$ cat config.mk
export PLATFORM = sky130hd
export DESIGN_NAME = gravity_align_quaternion_rotate_flat
export DESIGN_NICKNAME = d
export VERILOG_FILES = /design/src/design/gaqr_pkg.sv /design/src/design/gaqr_if.sv /design/src/design/gravity_align_quaternion_rotate.sv /design/src/design/gaqr_isqrt.sv /design/src/design/gaqr_div.sv /design/src/flat_wrapper.sv
export SDC_FILE = /design/constraint.sdc
export NUM_CORES = 2
export LEC_CHECK = 0
export BUFFER_PORTS_ARGS = -buffer_cell sky130_fd_sc_hd__buf_2
export CAP_MARGIN = 20
export CORE_ASPECT_RATIO = 0.9
export CORE_MARGIN = 2
export CORE_UTILIZATION = 50
export CTS_CLUSTER_DIAMETER = 30
export DETAILED_ROUTE_END_ITERATION = 10
export GPL_TIMING_DRIVEN = 0
export PLACE_DENSITY = 0.66
export SLEW_MARGIN = 5
export SYNTH_ARGS = -nofsm -noshare
export SYNTH_HDL_FRONTEND = slang
export SYNTH_HIERARCHICAL = 1
export SYNTH_SLANG_ARGS = --single-unit
$ cat constraint.sdc
create_clock -name clk -period 17.1 [get_ports clk]
set_clock_uncertainty 0.2 [all_clocks]
set_input_delay 0.855 -clock clk [delete_from_list [all_inputs] [get_ports clk]]
set_output_delay 0.855 -clock clk [all_outputs]
set_load 0.01 [all_outputs]
$ cat src/design/gaqr_pkg.sv
// gaqr_pkg: shared constants for the gravity-align quaternion rotation block.
// No dependencies; compiled first.
package gaqr_pkg;

    // default field and fraction widths
    localparam int SAMPLE_WIDTH   = 16;
    localparam int QUAT_FRAC_BITS = 15;

endpackage

$ cat src/design/gaqr_if.sv
// gaqr_if: valid/ready channel interfaces for samples in and rotated vectors out.
// Depends on gaqr_pkg for default widths.

// accelerometer sample channel
interface gaqr_in_if #(
    parameter int SW = gaqr_pkg::SAMPLE_WIDTH
);
    logic                 valid;
    logic                 ready;
    logic signed [SW-1:0] accel_x;
    logic signed [SW-1:0] accel_y;
    logic signed [SW-1:0] accel_z;

    modport source (output valid, output accel_x, output accel_y, output accel_z,
                    input ready);
    modport sink   (input valid, input accel_x, input accel_y, input accel_z,
                    output ready);
endinterface

// rotated vector channel
interface gaqr_out_if #(
    parameter int OW = gaqr_pkg::SAMPLE_WIDTH + 1
);
    logic                 valid;
    logic                 ready;
    logic signed [OW-1:0] rotated_x;
    logic signed [OW-1:0] rotated_y;
    logic signed [OW-1:0] rotated_z;

    modport source (output valid, output rotated_x, output rotated_y, output rotated_z,
                    input ready);
    modport sink   (input valid, input rotated_x, input rotated_y, input rotated_z,
                    output ready);
endinterface

$ cat src/design/gravity_align_quaternion_rotate.sv
// Unlocked beats run through the serial square-root and divider units, one digit per cycle.
// Locked beats and zero samples skip those units; every beat uses the shared multiplier
// for 5 quaternion products and 9 matrix products.
// A beat is taken only in idle, after the last is done, but also while that result waits.
// Reset (rst_n, async low): quaternion = (2^F-1, 0, 0), hold_orientation = 0, no result.
// Depends on gaqr_pkg, gaqr_if, gaqr_isqrt, gaqr_div.
module gravity_align_quaternion_rotate #(
    parameter int SAMPLE_WIDTH   = gaqr_pkg::SAMPLE_WIDTH,
    parameter int QUAT_FRAC_BITS = gaqr_pkg::QUAT_FRAC_BITS
) (
    input  logic        clk,
    input  logic        rst_n,
    input  logic        cfg_write,
    input  logic        cfg_data,
    gaqr_in_if.sink     accel,
    gaqr_out_if.source  rotated
);
    localparam int SW  = SAMPLE_WIDTH;
    localparam int F   = QUAT_FRAC_BITS;
    localparam int OW  = SW + 1;
    localparam int QW  = F + 1;
    localparam int RW  = F + 3;
    localparam int MA  = (RW > SW + 1) ? RW : SW + 1;
    localparam int MB  = (SW + 1 > QW) ? SW + 1 : QW;
    localparam int PW  = MA + MB;
    localparam int ACW = PW + 2;
    localparam int XW  = (2 * SW > 2 * F + 2) ? 2 * SW : 2 * F + 2;
    localparam int HW  = XW / 2;
    localparam int DW  = SW + 2 * F;
    localparam int VW  = SW + 1;
    localparam int CQW = 2 * F + 1;
    localparam int PQW = 2 * F + 2;
    localparam int RPW = 2 * F + 4;

    localparam logic [HW:0]            QMAX_W = {{(HW - F + 1){1'b0}}, {F{1'b1}}};
    localparam logic signed [QW-1:0]   QMAX   = {1'b0, {F{1'b1}}};
    localparam logic signed [RPW-1:0]  ONE    = {3'b000, 1'b1, (2 * F)'(0)};
    localparam logic signed [RPW-1:0]  HALF_R = RPW'(1) << (F - 1);
    localparam logic signed [ACW-1:0]  HALF_O = ACW'(1) << (F - 1);
    localparam logic signed [ACW-1:0]  OMAX   = {{(ACW - OW + 1){1'b0}}, {(OW - 1){1'b1}}};
    localparam logic signed [ACW-1:0]  OMIN   = {{(ACW - OW + 1){1'b1}}, {(OW - 1){1'b0}}};

    typedef enum logic [3:0] {
        S_IDLE, S_SQ, S_SQRT_M, S_DIV_C, S_SQRT_C, S_DIV_S, S_SQRT_S, S_SQRT_G,
        S_MUL_X, S_DIV_X, S_MUL_Z, S_DIV_Z, S_QPROD, S_RMAT, S_ROT, S_DONE
    } state_t;

    // matrix entry: Q2F value rounded half up to QF
    function automatic logic signed [RW-1:0] round_q(input logic signed [RPW-1:0] v);
        logic signed [RPW-1:0] t;
        t = (v + HALF_R) >>> F;
        return t[RW-1:0];
    endfunction

    // output: QF sum rounded half up, clamped to OW bits
    function automatic logic signed [OW-1:0] round_sat(input logic signed [ACW-1:0] v);
        logic signed [ACW-1:0] t;
        t = (v + HALF_O) >>> F;
        if (t > OMAX)
            return OMAX[OW-1:0];
        else if (t < OMIN)
            return OMIN[OW-1:0];
        return t[OW-1:0];
    endfunction

    state_t                state_reg;
    logic                  hold_reg;
    logic [3:0]            step_reg;
    logic [1:0]            col_reg;
    logic [1:0]            row_reg;
    logic signed [SW-1:0]  ax_reg, ay_reg, az_reg;
    logic signed [ACW-1:0] acc_reg;
    logic [2*SW-1:0]       g2_reg;
    logic [SW-1:0]         m_reg;
    logic [SW-1:0]         g_reg;
    logic signed [QW-1:0]  q0_new_reg, q1_new_reg, s_reg;
    logic signed [QW-1:0]  q0_reg, q1_reg, q3_reg;
    logic signed [PQW-1:0] p01_reg, p03_reg, p11_reg, p13_reg, p33_reg;
    logic signed [RW-1:0]  r_reg [9];
    logic signed [OW-1:0]  res_reg [3];
    logic signed [OW-1:0]  out_x_reg, out_y_reg, out_z_reg;
    logic                  out_valid_reg;
    logic                  sq_start_reg, dv_start_reg;
    logic [XW-1:0]         sq_x_reg;
    logic [DW-1:0]         dv_n_reg;
    logic [VW-1:0]         dv_d_reg;

    logic                  sq_done, dv_done;
    logic [HW-1:0]         sq_root;
    logic [HW:0]           sq_rem;
    logic [DW-1:0]         dv_quot;

    logic signed [MA-1:0]  opa;
    logic signed [MB-1:0]  opb;
    logic signed [PW-1:0]  prod;
    logic signed [ACW-1:0] acc_sum;
    logic [2*SW-1:0]       a2;
    logic signed [SW:0]    abs_ax, abs_az;
    logic signed [SW+1:0]  m_minus_y, m_plus_y;
    logic [HW:0]           root_rnd;
    logic [F-1:0]          root_q;
    logic [PW-1:0]         prod_u;
    logic signed [QW-1:0]  quot_q;
    logic signed [RPW-1:0] p01_e, p03_e, p11_e, p13_e, p33_e;
    logic signed [SW-1:0]  col_sample;

    gaqr_isqrt #(.XW(XW)) u_isqrt (
        .clk   (clk),
        .rst_n (rst_n),
        .start (sq_start_reg),
        .x     (sq_x_reg),
        .done  (sq_done),
        .root  (sq_root),
        .rem   (sq_rem)
    );

    gaqr_div #(.DW(DW), .VW(VW)) u_div (
        .clk      (clk),
        .rst_n    (rst_n),
        .start    (dv_start_reg),
        .dividend (dv_n_reg),
        .divisor  (dv_d_reg),
        .done     (dv_done),
        .quotient (dv_quot)
    );

    // operand helpers
    always_comb
    begin
        abs_ax    = (ax_reg < 0) ? -((SW + 1)'(ax_reg)) : (SW + 1)'(ax_reg);
        abs_az    = (az_reg < 0) ? -((SW + 1)'(az_reg)) : (SW + 1)'(az_reg);
        // M - ay taken straight from the root as it completes
        m_minus_y = $signed({2'b00, sq_root[SW-1:0]}) - (SW + 2)'(ay_reg);
        m_plus_y  = $signed({2'b00, m_reg}) + (SW + 2)'(ay_reg);
        acc_sum   = acc_reg + ACW'(prod);
        a2        = acc_sum[2*SW-1:0];
        prod_u    = prod;
        quot_q    = $signed(dv_quot[QW-1:0]);
        // rounded root, clamped to 2^F-1
        root_rnd  = (HW + 1)'(sq_root) + (HW + 1)'(sq_rem > {1'b0, sq_root});
        root_q    = (root_rnd > QMAX_W) ? QMAX_W[F-1:0] : root_rnd[F-1:0];
        p01_e     = RPW'(p01_reg);
        p03_e     = RPW'(p03_reg);
        p11_e     = RPW'(p11_reg);
        p13_e     = RPW'(p13_reg);
        p33_e     = RPW'(p33_reg);
        case (col_reg)
            2'd0:    col_sample = ax_reg;
            2'd1:    col_sample = ay_reg;
            default: col_sample = az_reg;
        endcase
    end

    // shared multiplier operand select
    always_comb
    begin
        opa = '0;
        opb = '0;
        case (state_reg)
            S_SQ:
            begin
                case (step_reg)
                    4'd0:    begin opa = MA'(ax_reg); opb = MB'(ax_reg); end
                    4'd1:    begin opa = MA'(az_reg); opb = MB'(az_reg); end
                    default: begin opa = MA'(ay_reg); opb = MB'(ay_reg); end
                endcase
            end
            S_MUL_X:
            begin
                opa = MA'(s_reg);
                opb = MB'(abs_az);
            end
            S_MUL_Z:
            begin
                opa = MA'(s_reg);
                opb = MB'(abs_ax);
            end
            S_QPROD:
            begin
                case (step_reg)
                    4'd0:    begin opa = MA'(q0_reg); opb = MB'(q1_reg); end
                    4'd1:    begin opa = MA'(q0_reg); opb = MB'(q3_reg); end
                    4'd2:    begin opa = MA'(q1_reg); opb = MB'(q1_reg); end
                    4'd3:    begin opa = MA'(q1_reg); opb = MB'(q3_reg); end
                    default: begin opa = MA'(q3_reg); opb = MB'(q3_reg); end
                endcase
            end
            S_ROT:
            begin
                opa = MA'(r_reg[step_reg]);
                opb = MB'(col_sample);
            end
            default:
            begin
                opa = '0;
                opb = '0;
            end
        endcase
    end

    assign prod = PW'(opa) * PW'(opb);

    // sequencer, quaternion store and output register
    always_ff @(posedge clk or negedge rst_n)
    begin
        if (!rst_n)
        begin
            state_reg     <= S_IDLE;
            hold_reg      <= 1'b0;
            step_reg      <= '0;
            col_reg       <= '0;
            row_reg       <= '0;
            ax_reg        <= '0;
            ay_reg        <= '0;
            az_reg        <= '0;
            acc_reg       <= '0;
            g2_reg        <= '0;
            m_reg         <= '0;
            g_reg         <= '0;
            q0_new_reg    <= '0;
            q1_new_reg    <= '0;
            s_reg         <= '0;
            q0_reg        <= QMAX;
            q1_reg        <= '0;
            q3_reg        <= '0;
            p01_reg       <= '0;
            p03_reg       <= '0;
            p11_reg       <= '0;
            p13_reg       <= '0;
            p33_reg       <= '0;
            r_reg         <= '{default: '0};
            res_reg       <= '{default: '0};
            out_x_reg     <= '0;
            out_y_reg     <= '0;
            out_z_reg     <= '0;
            out_valid_reg <= 1'b0;
            sq_start_reg  <= 1'b0;
            dv_start_reg  <= 1'b0;
            sq_x_reg      <= '0;
            dv_n_reg      <= '0;
            dv_d_reg      <= '0;
        end
        else
        begin
            sq_start_reg <= 1'b0;
            dv_start_reg <= 1'b0;

            if (cfg_write)
                hold_reg <= cfg_data;

            if (out_valid_reg && rotated.ready)
                out_valid_reg <= 1'b0;

            case (state_reg)
                // take a beat
                S_IDLE:
                begin
                    if (accel.valid)
                    begin
                        ax_reg   <= accel.accel_x;
                        ay_reg   <= accel.accel_y;
                        az_reg   <= accel.accel_z;
                        step_reg <= '0;
                        state_reg <= hold_reg ? S_QPROD : S_SQ;
                    end
                end
                // |A|^2 and ax^2+az^2
                S_SQ:
                begin
                    acc_reg  <= (step_reg == 4'd0) ? ACW'(prod) : acc_sum;
                    step_reg <= step_reg + 1'b1;
                    if (step_reg == 4'd1)
                        g2_reg <= a2;
                    if (step_reg == 4'd2)
                    begin
                        step_reg <= '0;
                        if (a2 == '0)
                            state_reg <= S_QPROD;
                        else
                        begin
                            sq_x_reg     <= XW'(a2);
                            sq_start_reg <= 1'b1;
                            state_reg    <= S_SQRT_M;
                        end
                    end
                end
                // M done: C = (M-ay)*2^(2F-1)/M
                S_SQRT_M:
                begin
                    if (sq_done)
                    begin
                        m_reg        <= sq_root[SW-1:0];
                        state_reg    <= S_DIV_C;
                        dv_start_reg <= 1'b1;
                        dv_n_reg     <= {m_minus_y[SW:0], (2 * F - 1)'(0)};
                        dv_d_reg     <= VW'(sq_root[SW-1:0]);
                    end
                end
                S_DIV_C:
                begin
                    if (dv_done)
                    begin
                        sq_x_reg     <= XW'(dv_quot[CQW-1:0]);
                        sq_start_reg <= 1'b1;
                        state_reg    <= S_SQRT_C;
                    end
                end
                S_SQRT_C:
                begin
                    if (sq_done)
                    begin
                        q0_new_reg   <= {1'b0, root_q};
                        dv_n_reg     <= {m_plus_y[SW:0], (2 * F - 1)'(0)};
                        dv_d_reg     <= VW'(m_reg);
                        dv_start_reg <= 1'b1;
                        state_reg    <= S_DIV_S;
                    end
                end
                S_DIV_S:
                begin
                    if (dv_done)
                    begin
                        sq_x_reg     <= XW'(dv_quot[CQW-1:0]);
                        sq_start_reg <= 1'b1;
                        state_reg    <= S_SQRT_S;
                    end
                end
                S_SQRT_S:
                begin
                    if (sq_done)
                    begin
                        s_reg        <= {1'b0, root_q};
                        sq_x_reg     <= XW'(g2_reg);
                        sq_start_reg <= 1'b1;
                        state_reg    <= S_SQRT_G;
                    end
                end
                // axis length; pure y gravity gives a zero axis
                S_SQRT_G:
                begin
                    if (sq_done)
                    begin
                        g_reg <= sq_root[SW-1:0];
                        if (sq_root == '0)
                        begin
                            q0_reg    <= q0_new_reg;
                            q1_reg    <= '0;
                            q3_reg    <= '0;
                            step_reg  <= '0;
                            state_reg <= S_QPROD;
                        end
                        else
                            state_reg <= S_MUL_X;
                    end
                end
                // q1 = rdiv(s*az, G) as (2|s*az| + G) / 2G
                S_MUL_X:
                begin
                    dv_n_reg     <= DW'({prod_u, 1'b0}) + DW'(g_reg);
                    dv_d_reg     <= {g_reg, 1'b0};
                    dv_start_reg <= 1'b1;
                    state_reg    <= S_DIV_X;
                end
                S_DIV_X:
                begin
                    if (dv_done)
                    begin
                        q1_new_reg <= (az_reg < 0) ? -quot_q : quot_q;
                        state_reg  <= S_MUL_Z;
                    end
                end
                // q3 = rdiv(-s*ax, G)
                S_MUL_Z:
                begin
                    dv_n_reg     <= DW'({prod_u, 1'b0}) + DW'(g_reg);
                    dv_d_reg     <= {g_reg, 1'b0};
                    dv_start_reg <= 1'b1;
                    state_reg    <= S_DIV_Z;
                end
                S_DIV_Z:
                begin
                    if (dv_done)
                    begin
                        q0_reg    <= q0_new_reg;
                        q1_reg    <= q1_new_reg;
                        q3_reg    <= (ax_reg > 0) ? -quot_q : quot_q;
                        step_reg  <= '0;
                        state_reg <= S_QPROD;
                    end
                end
                // quaternion products, one per cycle
                S_QPROD:
                begin
                    case (step_reg)
                        4'd0:    p01_reg <= prod[PQW-1:0];
                        4'd1:    p03_reg <= prod[PQW-1:0];
                        4'd2:    p11_reg <= prod[PQW-1:0];
                        4'd3:    p13_reg <= prod[PQW-1:0];
                        default: p33_reg <= prod[PQW-1:0];
                    endcase
                    step_reg <= step_reg + 1'b1;
                    if (step_reg == 4'd4)
                        state_reg <= S_RMAT;
                end
                // rotation matrix entries
                S_RMAT:
                begin
                    r_reg[0]  <= round_q(ONE - (p33_e <<< 1));
                    r_reg[1]  <= round_q(-(p03_e <<< 1));
                    r_reg[2]  <= round_q(p13_e <<< 1);
                    r_reg[3]  <= round_q(p03_e <<< 1);
                    r_reg[4]  <= round_q(ONE - ((p11_e + p33_e) <<< 1));
                    r_reg[5]  <= round_q(-(p01_e <<< 1));
                    r_reg[6]  <= round_q(p13_e <<< 1);
                    r_reg[7]  <= round_q(p01_e <<< 1);
                    r_reg[8]  <= round_q(ONE - (p11_e <<< 1));
                    step_reg  <= '0;
                    col_reg   <= '0;
                    row_reg   <= '0;
                    state_reg <= S_ROT;
                end
                // matrix times sample, one product per cycle
                S_ROT:
                begin
                    acc_reg  <= (col_reg == 2'd0) ? ACW'(prod) : acc_sum;
                    step_reg <= step_reg + 1'b1;
                    if (col_reg == 2'd2)
                    begin
                        res_reg[row_reg] <= round_sat(acc_sum);
                        col_reg          <= '0;
                        row_reg          <= row_reg + 1'b1;
                    end
                    else
                        col_reg <= col_reg + 1'b1;
                    if (step_reg == 4'd8)
                        state_reg <= S_DONE;
                end
                // hand result to the output register when it is free
                S_DONE:
                begin
                    if (!out_valid_reg || rotated.ready)
                    begin
                        out_x_reg     <= res_reg[0];
                        out_y_reg     <= res_reg[1];
                        out_z_reg     <= res_reg[2];
                        out_valid_reg <= 1'b1;
                        state_reg     <= S_IDLE;
                    end
                end
                default:
                    state_reg <= S_IDLE;
            endcase
        end
    end

    assign accel.ready       = (state_reg == S_IDLE);
    assign rotated.valid     = out_valid_reg;
    assign rotated.rotated_x = out_x_reg;
    assign rotated.rotated_y = out_y_reg;
    assign rotated.rotated_z = out_z_reg;

endmodule

$ cat src/design/gaqr_isqrt.sv
// gaqr_isqrt: digit-serial integer square root, two radicand bits per cycle.
// Gives floor root and remainder (x - root^2). No package dependencies.
module gaqr_isqrt #(
    parameter int XW = 32
) (
    input  logic              clk,
    input  logic              rst_n,
    input  logic              start,
    input  logic [XW-1:0]     x,
    output logic              done,
    output logic [XW/2-1:0]   root,
    output logic [XW/2:0]     rem
);
    localparam int HW = XW / 2;
    localparam int CW = $clog2(HW) + 1;

    logic [XW-1:0]   x_reg;
    logic [HW:0]     rem_reg;
    logic [HW-1:0]   root_reg;
    logic [CW-1:0]   cnt_reg;
    logic            busy_reg;
    logic            done_reg;

    logic [HW+2:0]   shifted;
    logic [HW+2:0]   trial;
    logic [HW+2:0]   diff;
    logic            fits;

    // one root digit: bring down two bits, try (root<<2)|1
    always_comb
    begin
        shifted = {rem_reg, x_reg[XW-1:XW-2]};
        trial   = {1'b0, root_reg, 2'b01};
        diff    = shifted - trial;
        fits    = (shifted >= trial);
    end

    always_ff @(posedge clk or negedge rst_n)
    begin
        if (!rst_n)
        begin
            x_reg    <= '0;
            rem_reg  <= '0;
            root_reg <= '0;
            cnt_reg  <= '0;
            busy_reg <= 1'b0;
            done_reg <= 1'b0;
        end
        else
        begin
            done_reg <= 1'b0;
            if (start)
            begin
                x_reg    <= x;
                rem_reg  <= '0;
                root_reg <= '0;
                cnt_reg  <= '0;
                busy_reg <= 1'b1;
            end
            else if (busy_reg)
            begin
                x_reg    <= {x_reg[XW-3:0], 2'b00};
                rem_reg  <= fits ? diff[HW:0] : shifted[HW:0];
                root_reg <= {root_reg[HW-2:0], fits};
                cnt_reg  <= cnt_reg + 1'b1;
                if (cnt_reg == CW'(HW - 1))
                begin
                    busy_reg <= 1'b0;
                    done_reg <= 1'b1;
                end
            end
        end
    end

    assign done = done_reg;
    assign root = root_reg;
    assign rem  = rem_reg;

endmodule

$ cat src/design/gaqr_div.sv
// gaqr_div: bit-serial restoring divider, one quotient bit per cycle.
// Unsigned floor(dividend / divisor), divisor nonzero. No package dependencies.
module gaqr_div #(
    parameter int DW = 46,
    parameter int VW = 17
) (
    input  logic          clk,
    input  logic          rst_n,
    input  logic          start,
    input  logic [DW-1:0] dividend,
    input  logic [VW-1:0] divisor,
    output logic          done,
    output logic [DW-1:0] quotient
);
    localparam int CW = $clog2(DW) + 1;

    logic [DW-1:0]  n_reg;
    logic [VW-1:0]  d_reg;
    logic [VW-1:0]  r_reg;
    logic [CW-1:0]  cnt_reg;
    logic           busy_reg;
    logic           done_reg;

    logic [VW:0]    shifted;
    logic [VW:0]    diff;
    logic           fits;

    // shift in next dividend bit, subtract if it fits
    always_comb
    begin
        shifted = {r_reg, n_reg[DW-1]};
        diff    = shifted - {1'b0, d_reg};
        fits    = (shifted >= {1'b0, d_reg});
    end

    always_ff @(posedge clk or negedge rst_n)
    begin
        if (!rst_n)
        begin
            n_reg    <= '0;
            d_reg    <= '0;
            r_reg    <= '0;
            cnt_reg  <= '0;
            busy_reg <= 1'b0;
            done_reg <= 1'b0;
        end
        else
        begin
            done_reg <= 1'b0;
            if (start)
            begin
                n_reg    <= dividend;
                d_reg    <= divisor;
                r_reg    <= '0;
                cnt_reg  <= '0;
                busy_reg <= 1'b1;
            end
            else if (busy_reg)
            begin
                n_reg   <= {n_reg[DW-2:0], fits};
                r_reg   <= fits ? diff[VW-1:0] : shifted[VW-1:0];
                cnt_reg <= cnt_reg + 1'b1;
                if (cnt_reg == CW'(DW - 1))
                begin
                    busy_reg <= 1'b0;
                    done_reg <= 1'b1;
                end
            end
        end
    end

    assign done     = done_reg;
    assign quotient = n_reg;

endmodule

$ cat src/flat_wrapper.sv
// flat-port wrapper written by rule: the top's interface ports become plain ports
module gravity_align_quaternion_rotate_flat 
#(
    parameter int SAMPLE_WIDTH   = gaqr_pkg::SAMPLE_WIDTH,
    parameter int QUAT_FRAC_BITS = gaqr_pkg::QUAT_FRAC_BITS
)
  (clk, rst_n, cfg_write, cfg_data, accel_valid, accel_accel_x, accel_accel_y, accel_accel_z, accel_ready, rotated_valid, rotated_rotated_x, rotated_rotated_y, rotated_rotated_z, rotated_ready);
  gaqr_in_if accel_i ();
  gaqr_out_if rotated_i ();
  input  logic clk;
  input  logic rst_n;
  input  logic cfg_write;
  input  logic cfg_data;
  input wire logic [$bits(accel_i.valid)-1:0] accel_valid;
  input wire logic [$bits(accel_i.accel_x)-1:0] accel_accel_x;
  input wire logic [$bits(accel_i.accel_y)-1:0] accel_accel_y;
  input wire logic [$bits(accel_i.accel_z)-1:0] accel_accel_z;
  output wire logic [$bits(accel_i.ready)-1:0] accel_ready;
  output wire logic [$bits(rotated_i.valid)-1:0] rotated_valid;
  output wire logic [$bits(rotated_i.rotated_x)-1:0] rotated_rotated_x;
  output wire logic [$bits(rotated_i.rotated_y)-1:0] rotated_rotated_y;
  output wire logic [$bits(rotated_i.rotated_z)-1:0] rotated_rotated_z;
  input wire logic [$bits(rotated_i.ready)-1:0] rotated_ready;
  assign accel_i.valid = accel_valid;
  assign accel_i.accel_x = accel_accel_x;
  assign accel_i.accel_y = accel_accel_y;
  assign accel_i.accel_z = accel_accel_z;
  assign accel_ready = accel_i.ready;
  assign rotated_valid = rotated_i.valid;
  assign rotated_rotated_x = rotated_i.rotated_x;
  assign rotated_rotated_y = rotated_i.rotated_y;
  assign rotated_rotated_z = rotated_i.rotated_z;
  assign rotated_i.ready = rotated_ready;
  gravity_align_quaternion_rotate #(.SAMPLE_WIDTH(SAMPLE_WIDTH), .QUAT_FRAC_BITS(QUAT_FRAC_BITS)) u_core (.clk(clk), .rst_n(rst_n), .cfg_write(cfg_write), .cfg_data(cfg_data), .accel(accel_i), .rotated(rotated_i));
endmodule
# Word-level counts from Yosys, hierarchy flattened

Cells that the tools add are included.

Equality and inequality tests: 41
Multiplexer cells: 115
Bitwise operators: 3
Multipliers: 1
Add/subtract/negate cells: 30
Reductions and logical operators: 45
Magnitude comparators: 12

Operators with widths:

| operator                                           | number |
|---|---|
| 2-to-1 mux 17 bit                                  | 17 |
| adder 33 x 16 -> 33 bit, second input constant     | 8 |
| 2-to-1 mux 32 bit                                  | 6 |
| 2-to-1 mux 46 bit                                  | 4 |
| 2-to-1 mux 16 bit                                  | 11 |
| one-hot mux 46 bit (3 select lines)                | 1 |
| one-hot mux 16 bit (2 select lines)                | 4 |
| subtractor 32 x 33 -> 33 bit, first input constant | 3 |
| one-hot mux 32 bit (3 select lines)                | 1 |
| one-hot mux 17 bit (5 select lines)                | 1 |
| 2-to-1 mux 4 bit                                   | 20 |
| 2-to-1 mux 37 bit                                  | 2 |
| one-hot mux 37 bit (2 select lines)                | 1 |
| binary-select mux 18 bit (select 4 bit)            | 1 |
| one-hot mux 18 bit (2 select lines)                | 2 |
| one-hot mux 18 bit (4 select lines)                | 1 |
| negator 33 bit                                     | 2 |
| one-hot mux 4 bit (16 select lines)                | 1 |
| bitwise mux 51 bit                                 | 1 |
| one-hot mux 17 bit (3 select lines)                | 1 |
| adder 36 x 16 -> 37 bit                            | 1 |
| adder 37 x 16 -> 37 bit, second input constant     | 1 |
| adder 37 x 35 -> 37 bit                            | 1 |
| equality test 4 bit, second input constant         | 9 |
| other kinds (65)                                   | 147 |

Register bits: 921
Logic and storage cells: 302
Output and inout port bits: 53
Input port bits: 54

# Depth between registers and ports, before layout

Word-level depth: 17
Depth in mapped cells: 57
Gate-level depth less buffers: 49

# By module

The synthesis kept the hierarchy.

By module, submodules not included:

| module                          | times used | area each (sq um) | cells each | seq. area each (sq um) |
|---|---|---|---|---|
| gravity_align_quaternion_rotate | 1          | 53802.9           | 5944       | 18686.7 |
| gaqr_div                        | 1          | 4852.2            | 530        | 2227.1 |
| gaqr_isqrt                      | 1          | 4112.7            | 430        | 1801.7 |

# Least setup slack after synthesis

No wires, ideal clock.

Path type: flip-flop to flip-flop
From: register u_core.step_reg[0]
To: register u_core/res_reg[13] (netlist name)
Stages on the path, launching flop included: 48
Setup time: 125 ps
Setup slack: 3395 ps
Arrival: 13380 ps
Required time: 16775 ps
Buffers on the path: 6
Period minus slack after synthesis: 13705 ps
Cell sequence: dfrtp_1 clkbuf_1 inv_1 clkbuf_1 clkbuf_1 ha_1 and2_0 or2_2 clkbuf_1 clkbuf_1 a221oi_1 nor3_1 a2111oi_0 nor2_1 fa_1 inv_1 fa_1 fa_1 (+12 left out) a21o_1 a21oi_1 xor2_1 inv_1 ha_1 a21oi_1 a21boi_0 a211oi_1 a311oi_1 xor2_1 nor3b_1 or4b_1 nor4_1 xnor2_1 a31oi_4 buf_8 a21oi_1 mux2_2

Word-level cells in the longest chain between the ends: 17
Elaborated cells between the ends (all ways): 31
Those cells by class: 2 x add/sub; 1 x mul; 2 x order compare; 3 x eq/ne; 18 x mux; 1 x bitwise; 4 x reduce/logical

Ends and longest elaborated chain:

| element                                               | line                                   | text |
|---|---|---|
| start: declaration                                    | gravity_align_quaternion_rotate.sv:68  | `logic [3:0] step_reg;` |
| start signal: assignment                              | gravity_align_quaternion_rotate.sv:271 | `step_reg <= step_reg + 1'b1;` |
| start signal: assignment                              | gravity_align_quaternion_rotate.sv:401 | `step_reg <= step_reg + 1'b1;` |
| start signal: assignment                              | gravity_align_quaternion_rotate.sv:426 | `step_reg <= step_reg + 1'b1;` |
| inverter 4 -> 5 bit (implied by the code)             | gravity_align_quaternion_rotate.sv:190 | `opa = MA'(r_reg[step_reg]);` |
| binary-select mux 18 bit (select 4 bit)               | gravity_align_quaternion_rotate.sv:190 |  |
| 2-to-1 mux 18 bit (implied by the code) (2 in series) | gravity_align_quaternion_rotate.sv:190 |  |
| one-hot mux 18 bit (4 select lines)                   | gravity_align_quaternion_rotate.sv:159 | `case (state_reg)` |
| multiplier 18 x 17 -> 35 bit *                        | gravity_align_quaternion_rotate.sv:201 | `assign prod = PW'(opa) * PW'(opb);` |
| named net u_core.prod[26]                             | gravity_align_quaternion_rotate.sv:95  | `logic signed [PW-1:0] prod;` |
| adder 37 x 35 -> 37 bit *                             | gravity_align_quaternion_rotate.sv:135 | `acc_sum = acc_reg + ACW'(prod);` |
| adder 37 x 16 -> 37 bit *                             | gravity_align_quaternion_rotate.sv:58  | `t = (v + HALF_O) >>> F;` |
| less-than comparator 22 x 17 -> 1 bit                 | gravity_align_quaternion_rotate.sv:61  | `else if (t < OMIN)` |
| 2-to-1 mux 1 bit                                      | gravity_align_quaternion_rotate.sv:61  |  |
| 2-to-1 mux 1 bit                                      | gravity_align_quaternion_rotate.sv:59  | `if (t > OMAX)` |
| 2-to-1 mux 1 bit                                      | gravity_align_quaternion_rotate.sv:427 | `if (col_reg == 2'd2)` |
| 2-to-1 mux 1 bit                                      | gravity_align_quaternion_rotate.sv:254 | `case (state_reg)` |
| 2-to-1 mux 17 bit *                                   | gravity_align_quaternion_rotate.sv:63  | `return t[OW-1:0];` |
| 2-to-1 mux 17 bit *                                   | gravity_align_quaternion_rotate.sv:427 |  |
| 2-to-1 mux 17 bit *                                   | gravity_align_quaternion_rotate.sv:254 |  |
| bitwise mux 51 bit *                                  | gravity_align_quaternion_rotate.sv:429 | `res_reg[row_reg] <= round_sat(acc_sum);` |
| end signal: indexed assignment                        | gravity_align_quaternion_rotate.sv:429 |  |
| end: declaration                                      | gravity_align_quaternion_rotate.sv:80  | `logic signed [OW-1:0] res_reg [3];` |

The timed path passes the listed nets; every way through them passes the cells marked *. The select of a mux whose other input is x is not followed.
A chain may end at the register's enable or synchronous reset.

# Worst setup path after layout

From: register u_core.step_reg[0]
To: register u_core/res_reg[41] (netlist name)

Same word-level chain as after synthesis.

==> impl_results.md <==
- Vias per cell: 5.99
- Power Internal: 8.08 mW
- Synth-to-Final Area Change: 17.4%
- Root Buffer: clkbuf_16
- Top Ports: 107
- Cell taking the most area after synthesis: dfrtp_1
- Switch share: 47.1%
- Clock buffer depth: 3
- Maxcap violations: 0
- Warnings from Yosys: 6
- Fin cells: 9120
- CTS Buf Count: 198
- Max_slew headroom: 16.7%
- Worst vdd ir: 0.166 mV
- Simple-gate area share of the yosys netlist: 15.0%
- Yosys top cell area share: 35.6%
- Initial antenna violation count: 5
- Post-synth EDFFs: 0
- Gr usage total: 34.0%
- Arrival @ worst endpoint: 16.89 ns
- Logic pwr share: 50.8%
- Share of cells above drive strength 1: 11.6%
- Total Power: 15.3 mW
- Worst R2R Start: u_core/step_reg[0]
- Slew Limit Fails: 0
- Worst path max stage delay: 0.62 ns
- Worst r2r path cells: 49
- Routed wire per std cell: 23.9 um
- Hold slack: 0.0561 ns
- Cells after synthesis: 6904
- Post-Route WL: 218000 um
- Post-synthesis mux area share: 6.82%
- Post-synthesis xor/xnor area fraction: 5.20%
- Worst Hold Path EP: u_core/ay_reg[3]
- Sequential power share: 22.4%
- R2r endpoint: u_core/res_reg[41]
- Yosys reg bits: 907
- Pre-CTS WS: -0.519 ns
- Dominant cells by area after synthesis: dfrtp_1 36%, fa_1 10%, nand2_1 5.7%, ha_1 5.6%, o21ai_0 5.1%
- CP endpoint kind: flip-flop
- Area of the multi-input gates: 0.0369 mm2
- Sw Pwr: 7.18 mW
- Post-route ant nets: 0
- CP Max Fanout: 13
- Hold Crit Class: input port to flip-flop
- Syn Nets: 7555
- Placed Area: 0.0662 mm2
- CP Launch Type: flip-flop
- Syn Std Cell Area: 0.0628 mm2
- Fmax: 0.0612 GHz
- CTS tree: done
- Status: finished, final reports clean
- Pwr dens: 207 mW/mm2
- Kind of critical path: flip-flop to flip-flop
- # rows: 123
- First-pass GRT wire length: 331000 um
- Area fraction in compound gates after synthesis: 15.5%
- Commonest cells in the netlist: 946 x nand2_1, 892 x dfrtp_1, 635 x nor2_1, 635 x o21ai_0, 548 x inv_1
- Number of global-route vias before repair: 53800
- Async S/R FF share, synth: 100%
- Drt drc: 0
- Slowest CP cell: a2111oi_1
- Fin. Hold Viols: 0
- Clk pin slew, worst setup/hold paths: 0.05 ns
- FF-to-FF setup slack: 0.76 ns
- Number of nets in the layout: 7907
- Largest family of logic cells by synthesized area: adder cells
- Detailed Place HPWL: 166000 um
- WHS Path Cells: 2
- CTS Sinks: 907
- Pin count of the biggest net entering global routing: 123
- Syn avg cell area: 9.09 um2
- Main synth FF type: dfrtp_1
- 1st-iter DRT viols: 5915
- FF/Latch Area: 0.0227 mm2
- Final Instance Area: 0.0737 mm2
- Synth Area in Adders: 15.7%
- RSZ-0062 raised after global routing: false
- Core area: 0.125 mm2
- Clock power frac: 26.8%
- CP Data Required Time: 17.65 ns
- Final min period: 16.34 ns
- Fillcell total: 10900
- Die width: 377 um
- Final setup fails: 0
- Placed insts: 8740
- Routability cong.: 0.993
- Worst-Margin Slew: 1.25 ns
- Router iterations before antenna repair: 8
- Die height: 340 um
- I/O Buffers: 106
- Leak: 34.3 nW
- Grt total ovfl: 0
- Largest register FFs: 144
- Tcrit/Tclk final: 95.6%
- Most frequent cell after synthesis: nand2_1
- Vias post-DR: 54600
- Die footprint: 0.128 mm2
- Worst-skew pair later-pin latency: 0.84 ns
- Netlist cell types: 105
- Setup ws final: 0.760 ns
- H-tree depth: 4
- Register area share after synthesis: 36.2%
- Initial Util: 50.3%
- Min-delay src: accel_accel_y[3]
## timing repair
action	4_1_cts	5_1_grt
hold buffers	1	0
setup endpoints to repair	81	83
resized for setup	6	10
pin swaps	0	1
buffers inserted	0	3
hold endpoints to repair	26	0
## cell families after synthesis
kind of cell / after synthesis
and+or+nand+nor: 2149
buffers and inverters: 909
xor gates and xnor gates: 371
muxes: 398
AOI/OAI and AO/OA: 1572
adders and majority gates: 598
DFF: 907
## worst max-delay path, delay by kind of cell, from the launching register on
kind / cells / cell delay (ns)
xor+xnor: 2 / 0.73
mux: 1 / 0.24
buf+inv: 14 / 3.95
flops: 1 / 0.37
fa+ha+maj: 9 / 4.20
simple gates: 9 / 2.54
compound gates: 14 / 4.03
## through the flow
step	utilization (%)	TNS [ns]
3_5_place_dp	53.1	-20.27
5_1_grt	59.0	0
6_report	59.0	0
4_1_cts	59.0	0
3_3_place_gp	52.4	-4561.47
2_1_floorplan	-	0
## power by group through the flow
stage	combinational (mW)	clock, mW	sequential [mW]
final	7.75	4.09	3.42
after global routing	8.37	4.26	3.47
after CTS	7.57	4.14	3.39
after detailed placement	7.50	0	3.41
after global placement	7.20	0	3.41
after floorplan	4.89	0	3.14
## area by class of cell
type,count,share of cell area (%)
Antenna cell,1,0.00340
Buffer,353,1.90
Clock buffer,243,7.29
Clock inverter,133,2.65
Inverter,554,2.82
Multi-Input combinational cell,5088,50.1
Sequential cell,907,30.8
Tap cell,1687,2.87
Timing Repair Buffer,154,1.57
## cell usage in the layout, fill, tap and decap left out, types with 23 or more instances in the layout
cell        instances
a211oi_1           38
a21o_1             69
a21oi_1           300
a221oi_1           49
a22o_1             41
a22oi_1            44
a31oi_1            62
and3_1             39
buf_1              23
buf_2             121
bufinv_16          29
clkbuf_1          328
clkbuf_16         198
clkbuf_8           25
clkinv_2           26
clkinvlp_4         28
dfrtp_1           892
fa_1              318
ha_1              279
inv_1             548
mux2_2            199
mux2i_1           195
nand2_1           945
nand2b_1           66
nand3_1            84
nand4_1            42
nor2_1            634
nor2b_1            41
nor3_1             79
nor4_1             53
o211ai_1           42
o21a_1             32
o21ai_0           634
o22ai_1            31
o31ai_1            33
or2_2              47
or3_1              36
xnor2_1           193
xor2_1            163
## how the worst max path moves through the flow
stage / from / endpoint / slack (ns) / cells past startpoint
6_report: u_core/step_reg[0] / u_core/res_reg[41] / 0.76 / 49
3_5_place_dp: u_core/step_reg[0] / u_core/res_reg[38] / -0.52 / 48
3_3_place_gp: rst_n / u_core/r_reg[100] / -4.99 / 1
4_1_cts: u_core/step_reg[0] / u_core/res_reg[41] / 0.19 / 51
5_1_grt: u_core/step_reg[0] / u_core/res_reg[21] / 0.06 / 50
2_1_floorplan: u_core/step_reg[0] / u_core/res_reg[13] / 3.40 / 47
## layer usage
metal | track usage (%) | wire (um)
met1 | 47.6 | 93000
met2 | 50.8 | 95200
met3 | 7.75 | 20200
met4 | 14.5 | 9890
met5 | 0 | 27
Note: power is estimated with default switching activity, not from simulation.
